<file path="src/sv/sts_pkg.sv">
// Shared types and constants for the sorted-table binary search block.
`default_nettype none

package sts_pkg;

  // Table geometry and value format.
  localparam int TABLE_DEPTH = 256;
  localparam int VALUE_WIDTH = 32;
  localparam int IDX_W       = $clog2(TABLE_DEPTH);
  localparam int SIZE_W      = IDX_W + 1;

  // Operation codes carried by an input item.
  localparam logic OP_LOAD   = 1'b0;
  localparam logic OP_SEARCH = 1'b1;

  // One input item.
  typedef struct packed {
    logic                          operation;
    logic [IDX_W-1:0]              load_index;
    logic signed [VALUE_WIDTH-1:0] load_value;
    logic signed [VALUE_WIDTH-1:0] search_key;
  } in_item_t;

  // One result item.
  typedef struct packed {
    logic             found;
    logic [IDX_W-1:0] match_index;
  } out_item_t;

  // Commands from the controller to the datapath.
  typedef struct packed {
    logic wr;     // store the input item's value in the table
    logic start;  // capture key and initial search range
    logic issue;  // read the table at the midpoint
    logic check;  // compare the read entry and narrow the range
    logic emit;   // move the result into the output register
  } sts_cmd_t;

  // Status from the datapath to the controller.
  typedef struct packed {
    logic range_empty;  // no entries left to probe
    logic equal;        // the read entry equals the key
    logic out_free;     // the output register can take a result
  } sts_stat_t;

endpackage

`default_nettype wire

</file>
<file path="src/sv/sts_ctrl.sv">
// Controller: sequences loads and the probe loop of a search.
`default_nettype none

module sts_ctrl
  import sts_pkg::*;
(
  input  wire logic      clk,
  input  wire logic      rst_n,
  input  wire logic      in_valid,
  input  wire logic      in_op,
  output logic           in_ready,
  input  wire sts_stat_t stat,
  output sts_cmd_t       cmd
);

  typedef enum logic [1:0] {
    ST_IDLE,
    ST_ISSUE,
    ST_CHECK,
    ST_FINISH
  } state_t;

  state_t st_r, st_nxt;

  // Next state and commands.
  always_comb begin
    st_nxt = st_r;
    cmd    = '0;
    unique case (st_r)
      ST_IDLE: begin
        if (in_valid) begin
          if (in_op == OP_LOAD) begin
            cmd.wr = 1'b1;
          end else begin
            cmd.start = 1'b1;
            st_nxt    = ST_ISSUE;
          end
        end
      end
      ST_ISSUE: begin
        if (stat.range_empty) begin
          st_nxt = ST_FINISH;
        end else begin
          cmd.issue = 1'b1;
          st_nxt    = ST_CHECK;
        end
      end
      ST_CHECK: begin
        cmd.check = 1'b1;
        st_nxt    = stat.equal ? ST_FINISH : ST_ISSUE;
      end
      ST_FINISH: begin
        if (stat.out_free) begin
          cmd.emit = 1'b1;
          st_nxt   = ST_IDLE;
        end
      end
      default: st_nxt = ST_IDLE;
    endcase
  end

  // State register.
  always_ff @(posedge clk) begin
    if (!rst_n) begin
      st_r <= ST_IDLE;
    end else begin
      st_r <= st_nxt;
    end
  end

  assign in_ready = (st_r == ST_IDLE);

`ifndef SYNTHESIS
  // A compare always follows a table read.
  a_check_after_issue: assert property (@(posedge clk) disable iff (!rst_n)
    (st_r == ST_CHECK) |-> ($past(st_r) == ST_ISSUE))
    else $error("compare without a preceding table read");

  // A search transfer always enters the probe loop.
  a_start_to_issue: assert property (@(posedge clk) disable iff (!rst_n)
    cmd.start |=> (st_r == ST_ISSUE))
    else $error("search did not enter the probe loop");

  // A finished result waits while the output register is full.
  a_finish_holds: assert property (@(posedge clk) disable iff (!rst_n)
    ((st_r == ST_FINISH) && !stat.out_free) |=> (st_r == ST_FINISH))
    else $error("result dropped while output was full");

  // Loads are taken only when idle.
  a_write_idle: assert property (@(posedge clk) disable iff (!rst_n)
    cmd.wr |-> (in_ready && !cmd.start))
    else $error("table write outside idle");
`endif

endmodule

`default_nettype wire

</file>
<file path="config.mk">
export PLATFORM = sky130hd
export DESIGN_NAME = sts_ctrl
export DESIGN_NICKNAME = d
export VERILOG_FILES = /design/src/sv/sts_pkg.sv /design/src/sv/sts_ctrl.sv
export SDC_FILE = /design/constraint.sdc
export NUM_CORES = 1
export LEC_CHECK = 0
export BUFFER_PORTS_ARGS = -buffer_cell sky130_fd_sc_hd__buf_4
export CAP_MARGIN = 20
export CORE_AREA = 2 2 39 41
export CTS_CLUSTER_DIAMETER = 60
export DETAILED_ROUTE_END_ITERATION = 8
export DIE_AREA = 0 0 41 43
export PLACE_DENSITY = 0.36
export SETUP_SLACK_MARGIN = 0.1
export SLEW_MARGIN = 0
export SYNTH_ARGS = -nofsm -noshare
export SYNTH_HDL_FRONTEND = slang
export SYNTH_SLANG_ARGS = --single-unit
</file>
<file path="constraint.sdc">
create_clock -name clk -period 3 [get_ports clk]
set_clock_uncertainty 0.1 [all_clocks]
set_input_delay 0.45 -clock clk [delete_from_list [all_inputs] [get_ports clk]]
set_output_delay 0.45 -clock clk [all_outputs]
set_load 0.05 [all_outputs]
</file>
==> After elaboration in Yosys (flattened, before gate mapping) <==
Index checks and enable logic that the tools add are counted.
{ "classes": {"eq_ne": 6, "muxes": 15, "n_reduce_logical": 2} }
{ "op_table": {"columns": ["cell", "count"], "rows": [
  ["$mux W2", 6],
  ["$mux W1", 8],
  ["$pmux W2 S4", 1],
  ["$ne A2 B2 Y1 const B", 3],
  ["$eq A2 B2 Y1 const B", 2],
  ["$reduce_and A3 Y1", 1],
  ["$eq A2 B1 Y1 const B", 1],
  ["$logic_not A2 Y1", 1]
]} }
{ "totals": {"ff_bits": 2, "out_inout_bits": 6, "word_cells": 24} }

==> Depth between registers and ports, before layout <==
Gate-level depths: netlist of run 1.
{ "depth": {"word_depth": 3, "mapped_depth": 2} }

==> Least setup slack after synthesis of run 1 <==
No wires, ideal clock.
{ "synth_path": {"kind": "input to output", "start": "in in_op", "end": "out cmd[4] (netlist name)", "t_arrival_ps": 2093, "path_slack_ps": 357, "path_stages": 1, "cell_sequence": "nor4b_1"} }
{ "synth_between": {"elab_chain_cells": 3} }
{ "synth_lines": {"columns": ["element", "line_no", "source"], "rows": [
  ["start, declared", "sts_ctrl.sv:10", "input wire logic in_op,"],
  ["$mux W1", "sts_ctrl.sv:32", "if (in_op == OP_LOAD) begin"],
  ["$mux W2", "sts_ctrl.sv:31", "if (in_valid) begin"],
  ["$mux W2", "sts_ctrl.sv:29", "unique case (st_r)"],
  ["end, declared", "sts_ctrl.sv:13", "output sts_cmd_t cmd"]
]} }
Every way passes these cells.

==> results of run 1 <==
-- through the flow --
stage	total power, mW	hold slack (ps)	utilization [%]	setup WS [ps]
floorplan	0.0695	418	-	357
global placement	0.0884	455	17.3	1320
detailed placement	0.0892	472	17.3	1310
CTS	0.153	390	18.9	1180
global route	0.158	399	18.9	1130
finish	0.148	396	18.9	1170
-- area by class of cell --
| type | instances | area, um2 |
|---|---|---|
| flip-flops and latches | 2 | 40.0 |
| repair buffers | 12 | 90.1 |
| clock buffers | 3 | 22.5 |
| well taps | 16 | 20.0 |
| fillers | 154 | 1120 |
| inverters | 1 | 3.75 |
| multi-input cells | 11 | 85.1 |
-- per-layer routing --
| metal | wire length [um] | part of all wire, % | GRT usage, % |
|---|---|---|---|
| met1 | 206 | 48 | 7.96 |
| met2 | 145 | 34 | 5.94 |
| met3 | 79 | 18 | 3.66 |
| met4 | 0 | 0 | 8.00 |
| met5 | 0 | 0 | 0 |
-- worst max path at each step --
| stage | startpoint | end | slack, ps |
|---|---|---|---|
| global placement | stat[2] | cmd[2] | 1320 |
| finish | st_r[0] | cmd[2] | 1170 |
| global route | st_r[0] | cmd[2] | 1130 |
| floorplan | in_op | cmd[4] | 360 |
| CTS | st_r[0] | cmd[2] | 1180 |
| detailed placement | stat[2] | cmd[2] | 1310 |
-- where the power goes --
group          internal [mW]  total [mW]  switching, mW
combinational         0.0207      0.0547         0.0340
clock                 0.0441      0.0596         0.0154
sequential            0.0296      0.0340        0.00437
-- worst max-delay path, stage by stage, from the launching register on --
cell,delay (ps)
dfxtp_1,400
nor3b_1,370
buf_4,270
-- kinds of logic (layout without fill, tap and decap cells) --
kind of cell	count (synthesis)	in the layout
buffers and inverters	1	16
DFF	2	2
AOI/OAI and AO/OA	3	3
and+or+nand+nor	8	8
-- cell usage after synthesis --
cell type  instances  share of area (%)
nor2b_1            1                4.9
and3_1             1                4.9
nand3b_1           1                5.8
a21bo_2            1                7.8
and3_4             1                8.7
dfxtp_1            2                 31
nor2_1             1                2.9
a21oi_1            1                3.9
inv_1              1                2.9
nand2_1            1                2.9
a2111oi_2          1                 12
nor3b_1            1                5.8
nor4b_1            1                6.8
==> results.toml, run 1 <==
[yosys]
syn_nets = 21
synth-simple-area-share_pct = 42.7
synthMuxAreaShare_pct = 0
synth-seq-cells = 2
syn_area_um2 = 129
synth_compound_area_share_pct = 23.3
synth_top_family_by_area = "simple AND/OR/NAND/NOR gates"
yosys.area_share.adder_pct = 0
ys_warn_count = 0
ys_seq_area_share_pct = 31.1
avgSynthCellArea_um2 = 9.21
yosysUniqueCellTypes = 13
synth_xor_area_share_pct = 0
syn_inst = 14

[clock_tree]
clkSlewWorstSetupHoldPaths_ps = 30
cts.sinks = 2
cts-resized-gates = 0
clockBufferDepth = 2
cts_inserted_buffers = 3
cts_setup_buffers = 0
htree_levels = 1
cts_root_buf = "clkbuf_4"
hold_buffers = 0
cts_tree = "built"
clk_latency_ps = 220

[place]
dp_cells = 42
port_buffers = 12
hpwl_um = 355
gp_congestion = 0.612
placed_area_um2 = 239

[worst_hold_path]
hold_end = "st_r[1]"
hp-class = "primary input to flip-flop"
holdPathStages = 3
hold_start = "rst_n"

[global_routing]
first_global_vias = 176
grt_use_total_pct = 6.31
grt-ovfl-total = 0
antenna_found_initial = 0
grt_pass1_wl_um = 669
grt_max_degree = 8

[critical_path]
crit_type = "flip-flop to output pin"
required_ps = 2450
cp-end-kind = "output pin"
cp_max_fo = 7
cp.arrival_ps = 1280
start_kind = "flip-flop"
reg2reg_to = "st_r[0]"
r2r_cells = 2
rr_startpoint = "st_r[0]"
r2r_slack_ps = 1940

[pwr]
vdd.ir_drop.worst_v = 0.000135
pwr_density_cell_mw_per_mm2 = 567
p_leak_nw = 0.123

[sta]
grt_setup_unrepaired = "no"
max_freq_mhz = 548
relSlewSlack_pct = 75.0
min_period_ps = 1830
totalNegativeSetupSlack_ps = 0
finalSetupViolCount = 0
max_slew.worst_pin.slew_ps = 374
slew_violations = 0
period_share_pct = 60.9
finalHoldViolations = 0

[detailed_routing]
ant_nets = 0
drcViolationCount = 0
routed_wl_um = 431
drt_iter0_drc = 0
detail_route.wl_per_cell_um = 9.58
firstDrtPassIters = 1
avgViaCountPerCell = 3.62
vias = 163

[finish]
area_growth_pct = 103
num_antenna_cells = 0
layout.cells.non_filler = 45
drive_above_1_share_pct = 62.1
final_common_cell = "buf_4"
top_regs = "st_r: 2 flops"
stdcell_area_um2 = 262
largest_register_ffs = 2
top_register = "st_r"
layout.nets = 38
final_cell_mix = "buf_4 (12), clkbuf_4 (3), dfxtp_1 (2)"

[run_status]
status = "complete, no violations"

[floorplanning]
start_util_pct = 9.31
placementRows = 14
die_h_um = 43
io_pins = 13
die_area_mm2 = 0.00176
core_mm2 = 0.00138
die_x_um = 41

[flow_run]
drv_cap = 0
Note: power is estimated with default switching activity, not from simulation.
==> inputs of run 2 (changes only) <==
ABC_AREA = 1   (was default)
PLACE_DENSITY = 0.35   (was 0.36)
clock period = 1.75 ns   (was 3 ns; I/O delays follow)
==> run 2 against run 1 <==
Effect of this change:
- count of clock-buffer cells in the layout unchanged
- combinational power increased by 65%
- non-clock buffer count unchanged
- sequential share of layout area increased by 0.22 points
- final cell count increased by 13%
- die area unchanged
- sequential power increased by 71%
- critical path type unchanged
==> results.toml, run 2 <==
[yosys]
ys_warn_count = 0
synthArstFlopShare_pct = 0
ys_top_cells_by_count = "nand2_1 (5), inv_1 (4), nor2_1 (3)"
yosysUniqueCellTypes = 8
synth-seq-cells = 2
yosysMostFrequentCell = "nand2_1"
ys_seq_area_share_pct = 34.0
synth_edf_count = 0
avgSynthCellArea_um2 = 5.88
syn_inst = 20
syn_nets = 27
syn_area_um2 = 118
synthFlopType = "dfxtp_1"
yosys-top-cells-area = "dfxtp_1 (34%), nand2_1 (16%), inv_1 (13%)"
yosys.area.top_type_share_pct = 34.0
netlist.top_cell.by_area = "dfxtp_1"

[finish]
stdcell_area_um2 = 258
final_common_cell = "buf_4"
layout.nets = 44
drive_above_1_share_pct = 54.3
area_growth_pct = 119
top_register = "st_r"
largest_register_ffs = 2
final_cell_mix = "buf_4 (12), nand2_1 (5), inv_1 (4)"
num_antenna_cells = 0
layout.cells.non_filler = 51
top_regs = "st_r: 2 flops"

[pwr]
vdd.ir_drop.worst_v = 0.000170
p_int_uw = 158
seq_power_share_pct = 23.4
power_switching_share_pct = 36.8
power_frac_comb_pct = 36.1
pwr-share-clk_pct = 40.5
p_switching_uw = 91.7
p_leak_nw = 0.151
pwr_density_cell_mw_per_mm2 = 968
p_total_uw = 249

[clock_tree]
htree_levels = 1
clk_latency_ps = 220
cts_setup_buffers = 0
clkSlewWorstSetupHoldPaths_ps = 30
cts_inserted_buffers = 3
clockBufferDepth = 2
cts_tree = "built"
cts_root_buf = "clkbuf_4"
hold_buffers = 0
cts.sinks = 2
cts-resized-gates = 0

[critical_path]
cp.depth = 4
crit_buf_inv = 1
required_ps = 1390
max_stage_delay_ps = 350
critPathTopFamily = "flip-flops"
cp-end-kind = "output pin"
crit_type = "flip-flop to output pin"
cp.arrival_ps = 1080
crit_chain = "nor2_2 > nand2_1 > nor2_2 > buf_4"
critPathSlowestCell = "dfxtp_1"
critPathMostFrequentCell = "nor2_2"
r2r_cells = 3
cp_max_fo = 6
start_kind = "flip-flop"

[place]
placed_area_um2 = 235
gp_congestion = 0.624
port_buffers = 12
dp_slack_ps = 525
hpwl_um = 304
dp_cells = 48

[sta]
slew_violations = 0
relSlewSlack_pct = 85.2
finalHoldViolations = 0
period_share_pct = 82.5
max_freq_mhz = 693
fin_ws_ps = 306
grt_setup_unrepaired = "no"
max_slew.worst_pin.slew_ps = 221
min_period_ps = 1440
finalSetupViolCount = 0

[worst_hold_path]
holdPathStages = 3
hp-class = "primary input to flip-flop"

[global_routing]
first_global_vias = 172
grt_use_total_pct = 5.21
antenna_found_initial = 0
grt-ovfl-total = 0
grt_pass1_wl_um = 558
grt_max_degree = 7

[floorplanning]
die_h_um = 43
core_mm2 = 0.00138
die_area_mm2 = 0.00176
io_pins = 13
die_x_um = 41
start_util_pct = 8.50
placementRows = 14

[detailed_routing]
drcViolationCount = 0
firstDrtPassIters = 1
routed_wl_um = 366
avgViaCountPerCell = 3.33
detail_route.wl_per_cell_um = 7.18
vias = 170
drt_iter0_drc = 0
ant_nets = 0

[run_status]
status = "complete, no violations"

[flow_run]
drv_cap = 0
## run 2: cell types whose count changed after synthesis, sizes merged, moves of 2 or more
| cell | change |
|---|---|
| and3 | -2 |
| inv | +3 |
| nand2 | +4 |
| nand3 | +2 |
| nor2 | +4 |
## run 2: layout make-up
| class | count | area [um2] |
|---|---|---|
| fillers | 164 | 1130 |
| repair buffers | 12 | 90.1 |
| multi-input cells | 14 | 70.1 |
| flip-flops and latches | 2 | 40.0 |
| clock buffers | 3 | 22.5 |
| well taps | 16 | 20.0 |
| inverters | 4 | 15.0 |
## run 2: cells by family after synthesis
kind of cell	share of synthesized area (%)
AOI/OAI and AO/OA	4.25
buffers and inverters	12.8
DFF	34.0
and+or+nand+nor	48.9
## run 2: per-layer routing
metal | vias up | GRT usage [%] | share of wire (%)
met5 | - | 0 | 0
met4 | 0 | 6.00 | 0
met3 | 0 | 3.14 | 11
met2 | 7 | 6.88 | 53
met1 | 73 | 4.79 | 36
li1 | 90 | - | -
## run 2: through the flow
step / TNS [ps] / hold slack, ps / util (%)
finish: 0 / 192 / 18.6
global route: 0 / 227 / 18.6
CTS: 0 / 187 / 18.6
detailed placement: 0 / 425 / 17.0
global placement: 0 / 424 / 17.0
floorplan: -13.2 / 322 / -
## run 2: power groups by stage
stage	registers (mW)	clock network, mW	logic (mW)
detailed placement	0.0590	0	0.0916
global route	0.0595	0.114	0.0957
finish	0.0583	0.101	0.0901
floorplan	0.0575	0	0.0608
CTS	0.0584	0.109	0.0917
global placement	0.0590	0	0.0914
## run 2: tightest hold or removal path, stage by stage
cell and delay (ps):
buf_4 80, a21oi_1 50, nor2_1 90
## run 2: final timing paths
kind | startpoint | endpoint | slack [ps]
setup / recovery | st_r[0] | cmd[4] | 310
setup reg to reg | st_r[0] | st_r[0] | 830
hold / removal | stat[1] | st_r[1] | 190
hold reg to reg | st_r[0] | st_r[1] | 490
